## src/sv/gbts_pkg.sv

```systemverilog
// gbts_pkg: request codes, status codes and the front/back queue entry type
// for the gap buffer text store. No dependencies.
`timescale 1ns / 1ps
package gbts_pkg;
    typedef enum logic [2:0] {
        FN_SET  = 3'd0,
        FN_INSA = 3'd1,
        FN_INS  = 3'd2,
        FN_DEL  = 3'd3,
        FN_READ = 3'd4,
        FN_NEXT = 3'd5,
        FN_PREV = 3'd6,
        FN_REPL = 3'd7
    } func_t;

    localparam logic [1:0] ST_OK   = 2'd0;
    localparam logic [1:0] ST_FULL = 2'd1;
    localparam logic [1:0] ST_OOR  = 2'd2;

    typedef struct packed {
        func_t       func;
        logic [7:0]  char_in;
        logic [10:0] position;
        logic [10:0] count;
    } req_t;
endpackage

```

## src/sv/gbts_front.sv

```systemverilog
// gbts_front: input side, a two-entry request queue toward the executor.
// Depends on gbts_pkg.
`timescale 1ns / 1ps
module gbts_front (
    input  logic              clk,
    input  logic              rst_n,
    input  logic              in_valid,
    output logic              in_ready,
    input  gbts_pkg::req_t    in_req,
    output logic              q_valid,
    input  logic              q_take,
    output gbts_pkg::req_t    q_req
);
    import gbts_pkg::*;

    req_t       mem_reg [2];
    logic       wp_reg, rp_reg;
    logic [1:0] cnt_reg;
    logic       push, pop;

    assign in_ready = (cnt_reg != 2'd2);
    assign q_valid  = (cnt_reg != 2'd0);
    assign q_req    = mem_reg[rp_reg];
    assign push     = in_valid && in_ready;
    assign pop      = q_valid && q_take;

    always_ff @(posedge clk)
    begin
        if (push)
        begin
            mem_reg[wp_reg] <= in_req;
        end
    end

    always_ff @(posedge clk or negedge rst_n)
    begin
        if (!rst_n)
        begin
            wp_reg  <= 1'b0;
            rp_reg  <= 1'b0;
            cnt_reg <= 2'd0;
        end
        else
        begin
            if (push) wp_reg <= ~wp_reg;
            if (pop)  rp_reg <= ~rp_reg;
            cnt_reg <= cnt_reg + {1'b0, push} - {1'b0, pop};
        end
    end

    a_no_overflow: assert property (@(posedge clk) disable iff (!rst_n)
        cnt_reg == 2'd2 |-> !push)
        else $error("push into full queue");

    a_count_range: assert property (@(posedge clk) disable iff (!rst_n)
        cnt_reg != 2'd3)
        else $error("queue count out of range");

    a_head_hold: assert property (@(posedge clk) disable iff (!rst_n)
        q_valid && !q_take |=> q_valid && $stable(q_req))
        else $error("queue head changed while waiting");
endmodule

```

## config.mk

```make
export PLATFORM = sky130hd
export DESIGN_NAME = gbts_front
export DESIGN_NICKNAME = d
export VERILOG_FILES = /design/src/sv/gbts_pkg.sv /design/src/sv/gbts_front.sv
export SDC_FILE = /design/constraint.sdc
export NUM_CORES = 1
export LEC_CHECK = 0
export ABC_CLOCK_PERIOD_IN_PS = 6230
export BUFFER_PORTS_ARGS = -buffer_cell sky130_fd_sc_hd__buf_2
export CORE_AREA = 2 2 72 74
export CTS_BUF_LIST = sky130_fd_sc_hd__clkbuf_8
export CTS_CLUSTER_SIZE = 28
export DETAILED_ROUTE_END_ITERATION = 16
export DIE_AREA = 0 0 74 76
export GPL_ROUTABILITY_DRIVEN = 0
export PLACE_DENSITY = 0.84
export SLEW_MARGIN = 10
export SYNTH_ARGS = -nofsm -noshare
export SYNTH_HDL_FRONTEND = slang
export SYNTH_SLANG_ARGS = --single-unit
```

## constraint.sdc

```tcl
create_clock -name clk -period 6.23 [get_ports clk]
set_input_delay 0 -clock clk [delete_from_list [all_inputs] [get_ports clk]]
set_output_delay 0 -clock clk [all_outputs]
set_load 0.005 [all_outputs]
```

==> results of run 1 <==
[what timing repair did]
| item | CTS | global route |
|---|---|---|
| hold buffers | 36 | 0 |
| setup endpoints to repair | 0 | 0 |
| hold endpoints to repair | 71 | 0 |
[cells in the mapped netlist (all sizes together)]
library cell,count
xnor2,3
or2,1
nand2b,1
xor2,1
and3,1
nand2,1
and2,1
nor2,1
inv,1
dfrtp,4
mux2,33
buf,4
edfxtp,66
ha,2
[placed cells by master, fill, tap and decap left out, types with 2 or more instances in the layout]
cell type,synthesis,routed
mux2_4,29,29
clkbuf_8,0,9
buf_2,0,71
inv_1,1,3
dlygate4sd3_1,0,36
clkinv_2,0,4
ha_1,2,2
edfxtp_1,66,66
mux2_2,4,4
dfrtp_1,4,3
xnor2_1,3,3
[worst max path at each step]
stage | cells after the start | endpoint | start | slack, ps
2_1_floorplan | 3 | mem_reg[0][0]$_DFFE_PP_ | cnt_reg[1]$_DFF_PN0_ | 3800
3_3_place_gp | 3 | mem_reg[0][4]$_DFFE_PP_ | cnt_reg[1]$_DFF_PN0_ | 4530
4_1_cts | 2 | q_req[2] | rp_reg$_DFFE_PN0P_ | 4270
5_1_grt | 2 | q_req[32] | rp_reg$_DFFE_PN0P_ | 4230
6_report | 2 | q_req[32] | rp_reg$_DFFE_PN0P_ | 4320
3_5_place_dp | 3 | mem_reg[0][9]$_DFFE_PP_ | cnt_reg[0]$_DFF_PN0_ | 4390
[cell type report]
| cell class | instances | area [um^2] | share of cell area |
|---|---|---|---|
| inverters | 1 | 3.75 | 0.00102 |
| clock buffers | 9 | 124 | 0.0338 |
| flip-flops and latches | 70 | 2080 | 0.569 |
| clock inverters | 7 | 57.6 | 0.0157 |
| well taps | 70 | 87.6 | 0.0239 |
| repair buffers | 108 | 723 | 0.197 |
| multi-input cells | 45 | 583 | 0.159 |
[worst min-delay path, cell delays in order]
cell and delay [ps]:
buf_2 110, nand2_1 160, xnor2_1 100
[stage by stage]
step	worst slack (ps)	cells	power (W)	utilization	hold slack, ps
after global routing	4230	310	0.00159	0.746	82.1
after global placement	4530	258	0.00115	0.635	-196
after detailed placement	4390	258	0.00118	0.635	-190
after CTS	4270	310	0.00153	0.746	73.0
final	4320	310	0.00151	0.746	83.1
after floorplan	3800	120	0.00102	-	-296
[cell families after synthesis]
logic type / count (synthesis)
mux: 33
flops: 70
xor+xnor: 4
fa+ha+maj: 2
buf+inv: 5
simple gates: 6
[metal layers]
metal	track usage	wire length, um
met5	0	0
met3	0.0397	192
met2	0.314	2610
met1	0.197	1790
met4	0.109	126
[power breakdown]
group / internal [W] / total [W] / switching (W)
logic: 0.000277 / 0.000442 / 0.000164
registers: 0.000647 / 0.000735 / 0.0000881
clock network: 0.000179 / 0.000333 / 0.000154
==> run_results.csv, run 1 <==
group,metric,value,unit
layout,stdcell_area,0.00366,mm^2
timing,setup_viol,0,
synth,yosysUniqueCellTypes,15,
power_and_ir_drop,irDropWorstVdd,0.407,mV
clock_tree,tritoncts,"yes",
status,status,"completed",
synth,ys_seq_elements,70,
synth,synth_mux_area_frac,0.178,
clock_tree,htreeDepth,3,
synth,synth.area.top_cells,"edfxtp_1, mux2_4, dfrtp_1",
routing,drc,0,
layout,final_nets,274,
clock_tree,cts-root-buf,"clkbuf_8",
timing,post-route-period-util,0.307,
timing,hold_viol,0,
hold_path,holdPathEnd,"wp_reg$_DFFE_PN0N_",
critical_path,crit_type,"register to primary output",
clock_tree,clk_latency,330,ps
routing,vias,1456,
critical_path,cpLargestDelayFamily,"flip-flops",
critical_path,worstPathArrival,1910,ps
layout,area_growth,35.3,%
routing,first_pass_iters,4,
synth,synth_top_cell_by_area,"edfxtp_1",
layout,diodes,0,
critical_path,r2r_start,"cnt_reg[1]$_DFF_PN0_",
critical_path,max_stage_delay,1020,ps
die,die_area,0.00562,mm^2
critical_path,end_kind,"primary output",
layout,drive_gt1_frac,0.508,
critical_path,cp_max_fo,34,
timing,min_period,1910,ps
layout,largest_register_ffs,66,
synth,ys.warnings.count,0,
die,core_area,0.00491,mm^2
synth,yosysTopAreaCellShare,0.732,
die,dieWidth,74,um
die,start_util,0.551,
timing,rsz0062_at_grt,"false",
global_routing,first_global_vias,1604,
die,ios,72,
timing,slew_violations,0,
synth,synth.cell_area,0.00271,mm^2
power_and_ir_drop,p_per_area,412,mW/mm^2
timing,worstMarginPinSlew,984,ps
critical_path,timing.rr.end,"mem_reg[0][27]$_DFFE_PP_",
synth,synth_top_family_by_area,"multiplexers",
timing,fmax,0.522,GHz
placement,port_buffers,71,
synth,synth.net_count,159,
global_routing,gr-usage-all-layers,0.182,
clock_tree,clock_sinks,70,
global_routing,grt_start_max_net_pins,35,
die,die_y,76,um
clock_tree,clockBufferDepth,2,
synth,synthSimpleGateAreaFrac,0.0129,
power_and_ir_drop,leakage,1.50,nW
routing,drt-initial-drc-count,77,
hold_path,hold_path.class,"input port to register",
hold_path,hp-start,"in_valid",
critical_path,worst-r2r-setup-slack,4390,ps
run,drv_cap,0,
clock_tree,cts_buffers,9,
synth,syn_inst,120,
critical_path,path_cells,"mux2_2, buf_2",
layout,final.fill_count,307,
routing,wl_per_cell,15.2,um
synth,synthAdderAreaFrac,0.00925,
critical_path,crit_path_top_delay_cell,"dfrtp_2",
synth,syn_avg_cell_area,22.6,um^2
critical_path,startpoint_type,"register",
critical_path,worstPathRequired,6230,ps
clock_tree,cts_resized,0,
hold_path,whs_path_depth,3,
routing,vias_per_cell,4.70,
synth,synth_seq_area_share,0.769,
timing,tns,0,ps
placement,dpl_cell_area,0.00312,mm^2
routing,wl,4720,um
clock_tree,post_cts_buffers,0,
timing,relSlewSlack,0.344,
global_routing,grt_pass1_wl,7370,um
synth,synth-xor-area-share,0.0129,
critical_path,crit_buf_inv,1,
die,rows,26,
critical_path,r2r_cells,3,
routing,antenna_left,0,
placement,dpl.hpwl,2900,um
timing,clock_skew,3.93,ps
global_routing,grt_overflow,0,
clock_tree,clk_pin_slew,70,ps
global_routing,antenna_found_initial,0,
synth,synth-compound-area-share,0,
Note: power is estimated with default switching activity, not from simulation.
==> inputs of run 2 (changes only) <==
ABC_CLOCK_PERIOD_IN_PS = 1950   (was 6230)
CORE_AREA = 2 2 74 76   (was 2 2 72 74)
DIE_AREA = 0 0 76 78   (was 0 0 74 76)
PLACE_DENSITY = 0.8   (was 0.84)
clock period = 1.95 ns   (was 6.23 ns; I/O delays follow)
==> run 2 against run 1 <==
Effect of this change: combinational power grew to 3.6 times the previous value; first-iteration DRC count is 31% higher; core utilization is 0.48 points higher; clock-buffer cell count stayed put; via count is 4.7% higher; highest routed layer unchanged; critical path type is now register to register; sequential share of layout area is 1.8 points lower; sequential power grew to 3.1 times the previous value; largest power group unchanged; power grew to 3.6 times the previous value; clock power grew to 4.5 times the previous value.
==> run_results.csv, run 2 (synthesis gave the netlist of run 1 again) <==
group,metric,value,unit
status,status,"completed",
critical_path,worstPathArrival,2050,ps
clock_tree,clock_sinks,70,
routing,vias_per_cell,4.85,
clock_tree,cts_buffers,9,
clock_tree,clk_pin_slew,70,ps
clock_tree,clockBufferDepth,2,
placement,port_buffers,71,
critical_path,crit_type,"register to register",
timing,clock_skew,7.09,ps
critical_path,cpLargestDelayFamily,"adder cells",
global_routing,antenna_found_initial,0,
placement,place_worst_setup_slack,207,ps
timing,fmax,0.556,GHz
timing,min_period,1800,ps
global_routing,first_global_vias,1660,
hold_path,holdPathEnd,"wp_reg$_DFFE_PN0N_",
critical_path,r2r_start,"cnt_reg[1]$_DFF_PN0_",
layout,final_nets,278,
run,drv_cap,0,
layout,largest_register_ffs,66,
critical_path,r2r_cells,7,
routing,drc,0,
critical_path,end_kind,"register",
layout,final_common_cell,"buf_2",
timing,fin_ws,152,ps
layout,final_cell_mix,"buf_2, edfxtp_1, dlygate4sd3_1",
timing,slew_violations,0,
global_routing,grt_pass1_wl,8470,um
hold_path,whs_path_depth,3,
global_routing,gr-usage-all-layers,0.197,
critical_path,max_stage_delay,410,ps
routing,drt-initial-drc-count,101,
routing,vias,1524,
layout,area_growth,39.8,%
timing,worstMarginPinSlew,560,ps
hold_path,hold_path.class,"input port to register",
clock_tree,clk_latency,330,ps
layout,stdcell_area,0.00378,mm^2
die,die_y,78,um
timing,relSlewSlack,0.627,
timing,rsz0062_at_grt,"false",
global_routing,grt_overflow,0,
power_and_ir_drop,leakage,1.55,nW
power_and_ir_drop,p_per_area,1420,mW/mm^2
clock_tree,htreeDepth,3,
critical_path,cp_num_cells,7,
critical_path,crit_path_top_delay_cell,"dfrtp_1",
timing,post-route-period-util,0.922,
hold_path,hp-start,"in_valid",
timing,tns,0,ps
placement,dpl_cell_area,0.00316,mm^2
die,die_area,0.00593,mm^2
die,rows,26,
timing,setup_viol,0,
critical_path,worstPathRequired,2200,ps
placement,dpl.hpwl,3160,um
routing,antenna_left,0,
critical_path,startpoint_type,"register",
layout,final.fill_count,293,
routing,wl_per_cell,17.3,um
clock_tree,cts_resized,0,
die,ios,72,
clock_tree,cts-root-buf,"clkbuf_8",
critical_path,path_cells,"or2_1, and2_4, ha_1, inv_1, ha_1, xnor2_1, xnor2_1",
clock_tree,tritoncts,"yes",
die,start_util,0.537,
layout,drive_gt1_frac,0.520,
critical_path,worst-r2r-setup-slack,150,ps
layout,diodes,0,
critical_path,cp_max_fo,3,
clock_tree,post_cts_buffers,0,
power_and_ir_drop,irDropWorstVdd,1.11,mV
critical_path,timing.rr.end,"cnt_reg[1]$_DFF_PN0_",
global_routing,grt_start_max_net_pins,20,
die,dieWidth,76,um
timing,holdWs,101,ps
routing,first_pass_iters,4,
routing,wl,5430,um
critical_path,crit_buf_inv,1,
timing,hold_viol,0,
die,core_area,0.00504,mm^2
-- run 2: worst max path at each step --
stage	from	endpoint	slack, ps
6_report	cnt_reg[1]$_DFF_PN0_	cnt_reg[1]$_DFF_PN0_	150
3_5_place_dp	cnt_reg[1]$_DFF_PN0_	cnt_reg[1]$_DFF_PN0_	210
4_1_cts	rp_reg$_DFFE_PN0P_	q_req[30]	150
2_1_floorplan	cnt_reg[1]$_DFF_PN0_	mem_reg[0][0]$_DFFE_PP_	60
5_1_grt	rp_reg$_DFFE_PN0P_	q_req[24]	80
3_3_place_gp	cnt_reg[1]$_DFF_PN0_	cnt_reg[1]$_DFF_PN0_	330
-- run 2: through the flow --
| step | total power [W] | utilization | std cells |
|---|---|---|---|
| 2_1_floorplan | 0.00327 | - | 120 |
| 3_3_place_gp | 0.00374 | 0.627 | 262 |
| 3_5_place_dp | 0.00384 | 0.627 | 262 |
| 4_1_cts | 0.00538 | 0.750 | 314 |
| 5_1_grt | 0.00561 | 0.750 | 314 |
| 6_report | 0.00538 | 0.750 | 314 |
-- run 2: final cells by class --
cell class / instances / area [um^2] / share of cell area
well taps: 70 / 87.6 / 0.0231
multi-input cells: 45 / 583 / 0.154
flip-flops and latches: 70 / 2080 / 0.551
inverters: 1 / 3.75 / 0.000992
clock inverters: 7 / 136 / 0.0360
clock buffers: 9 / 124 / 0.0327
repair buffers: 112 / 766 / 0.202
-- run 2: report_power, final --
group / switching (W) / internal (W)
sequential: 0.000217 / 0.00206
combinational: 0.000665 / 0.000931
clock: 0.000526 / 0.000972
total: 0.00141 / 0.00397
-- run 2: layer usage --
metal	routed length, um	global-route usage	vias up
li1	-	-	702
met1	2060	0.209	756
met2	3000	0.358	54
met3	248	0.0640	12
met4	112	0.0873	0
met5	0	0	-
-- run 2: timing repair --
action	CTS	global route
hold buffers	36	0
setup endpoints to repair	0	0
hold endpoints to repair	71	0
-- run 2: tightest hold or removal path, cell delays in order --
cell and delay (ps):
buf_2 110, nand2_1 170, xnor2_1 100
==> inputs of run 3 (changes only) <==
ABC_CLOCK_PERIOD_IN_PS = 2300   (was 1950)
CORE_AREA = 2 2 72 74   (was 2 2 74 76)
CTS_CLUSTER_SIZE = unset   (was 28)
DIE_AREA = 0 0 74 76   (was 0 0 76 78)
PLACE_DENSITY = 0.84   (was 0.8)
clock period = 2.3 ns   (was 1.95 ns; I/O delays follow)
==> run 3 against run 2 <==
Effect of this change: hold slack got worse by 25 ps; core utilization increased by 0.43 points; die area down 5.1%; clock skew rose by 2.1 ps; combinational power shrank 14%; clock power decreased by 40%; global-route usage fell by 0.41 points; largest power group unchanged.
==> run_results.csv, run 3 (synthesis gave the netlist of run 1 again) <==
group,metric,value,unit
status,status,"completed",
clock_tree,clock_sinks,70,
timing,tns,0,ps
global_routing,antenna_found_initial,0,
routing,wl,5020,um
clock_tree,post_cts_buffers,0,
timing,rsz0062_at_grt,"false",
layout,final_cell_mix,"buf_2, edfxtp_1, dlygate4sd3_1",
timing,worstMarginPinSlew,430,ps
global_routing,gr-usage-all-layers,0.192,
clock_tree,cts-root-buf,"clkbuf_8",
routing,drt-initial-drc-count,103,
run,drv_cap,0,
critical_path,cp_max_fo,3,
clock_tree,clockBufferDepth,2,
timing,setup_viol,0,
critical_path,worstPathArrival,2000,ps
critical_path,startpoint_type,"register",
clock_tree,clk_latency,330,ps
layout,final.fill_count,277,
placement,place_worst_setup_slack,541,ps
layout,ff_latch_area,0.00208,mm^2
critical_path,worst-r2r-setup-slack,550,ps
power_and_ir_drop,irDropWorstVdd,0.863,mV
clock_tree,cts_buffers,9,
timing,clock_skew,9.15,ps
layout,drive_gt1_frac,0.512,
clock_tree,clk_pin_slew,60,ps
global_routing,grt_overflow,0,
die,die_area,0.00562,mm^2
power_and_ir_drop,p_per_area,1130,mW/mm^2
global_routing,grt_pass1_wl,7730,um
clock_tree,cts_resized,0,
layout,largest_register_ffs,66,
timing,hold_viol,0,
critical_path,end_kind,"register",
critical_path,max_stage_delay,420,ps
power_and_ir_drop,leakage,1.51,nW
clock_tree,ctsHoldBuffers,36,
die,rows,26,
routing,antenna_left,0,
critical_path,worstPathRequired,2550,ps
timing,fin_ws,550,ps
die,ios,72,
routing,drc,0,
critical_path,crit_type,"register to register",
routing,first_pass_iters,4,
timing,relSlewSlack,0.712,
die,die_y,76,um
timing,min_period,1750,ps
clock_tree,tritoncts,"yes",
layout,area_growth,37.0,%
routing,wl_per_cell,16.1,um
layout,diodes,0,
timing,slew_violations,0,
routing,vias_per_cell,4.78,
hold_path,hold_path.class,"input port to register",
critical_path,crit_buf_inv,1,
global_routing,grt_start_max_net_pins,24,
layout,final_nets,277,
placement,port_buffers,71,
die,dieWidth,74,um
placement,dpl.hpwl,3210,um
die,core_area,0.00491,mm^2
critical_path,crit_path_top_delay_cell,"dfrtp_1",
timing,post-route-period-util,0.761,
layout,multiInputGateArea,583,um^2
routing,vias,1490,
clock_tree,htreeDepth,3,
global_routing,first_global_vias,1665,
critical_path,path_cells,"or2_1, and2_4, ha_1, inv_1, ha_1, xnor2_1, xnor2_1",
timing,fmax,0.572,GHz
critical_path,cpLargestDelayFamily,"adder cells",
layout,final_common_cell,"buf_2",
die,start_util,0.551,
==> run 3: changes by cell type in the layout (fill, tap and decap cells not counted), sizes merged <==
cell,delta
bufinv,-3
clkinv,+1
inv,+1
buf,-1
==> run 3: tightest hold or removal path: stages <==
cell	delay [ps]
buf_2	100
nand2_1	150
xnor2_1	100
==> run 3: cell type report <==
| cell class | instances | area share |
|---|---|---|
| Inverter | 1 | 0.00101 |
| Multi-Input combinational cell | 45 | 0.157 |
| Tap cell | 70 | 0.0236 |
| Sequential cell | 70 | 0.562 |
| Clock inverter | 6 | 0.0148 |
| Timing Repair Buffer | 111 | 0.208 |
| Clock buffer | 9 | 0.0334 |
==> run 3: layer usage <==
| layer | up-vias | wire (um) | GRT usage |
|---|---|---|---|
| li1 | 702 | - | - |
| met1 | 725 | 1900 | 0.205 |
| met2 | 51 | 2800 | 0.338 |
| met3 | 12 | 181 | 0.0344 |
| met4 | 0 | 141 | 0.122 |
| met5 | - | 0 | 0 |
==> run 3: report_power, final <==
part	switching, W	leakage [nW]	internal, W
registers	0.000159	0.659	0.00175
logic	0.000576	0.761	0.000795
clock network	0.000413	0.0937	0.000483
==> run 3: stage by stage <==
stage / total power, W / util / hold slack (ps) / std cells / instance area, um^2
after detailed placement: 0.00327 / 0.645 / -193 / 261 / 3170
final: 0.00418 / 0.755 / 75.7 / 312 / 3710
after floorplan: 0.00278 / - / -296 / 120 / 2710
after global placement: 0.00317 / 0.645 / -197 / 261 / 3170
after global routing: 0.00439 / 0.755 / 95.9 / 312 / 3710
after CTS: 0.00421 / 0.755 / 72.1 / 312 / 3710
==> run 3: final timing paths <==
kind,start,end,cells past startpoint
worst max register to register,cnt_reg[1]$_DFF_PN0_,cnt_reg[1]$_DFF_PN0_,7
max in group asynchronous,rst_n,rp_reg$_DFFE_PN0P_,3
min in group asynchronous,rst_n,cnt_reg[0]$_DFF_PN0_,3
worst max-delay path,cnt_reg[1]$_DFF_PN0_,cnt_reg[1]$_DFF_PN0_,7
worst min-delay path,in_valid,wp_reg$_DFFE_PN0N_,3
worst min register to register,cnt_reg[0]$_DFF_PN0_,cnt_reg[0]$_DFF_PN0_,1
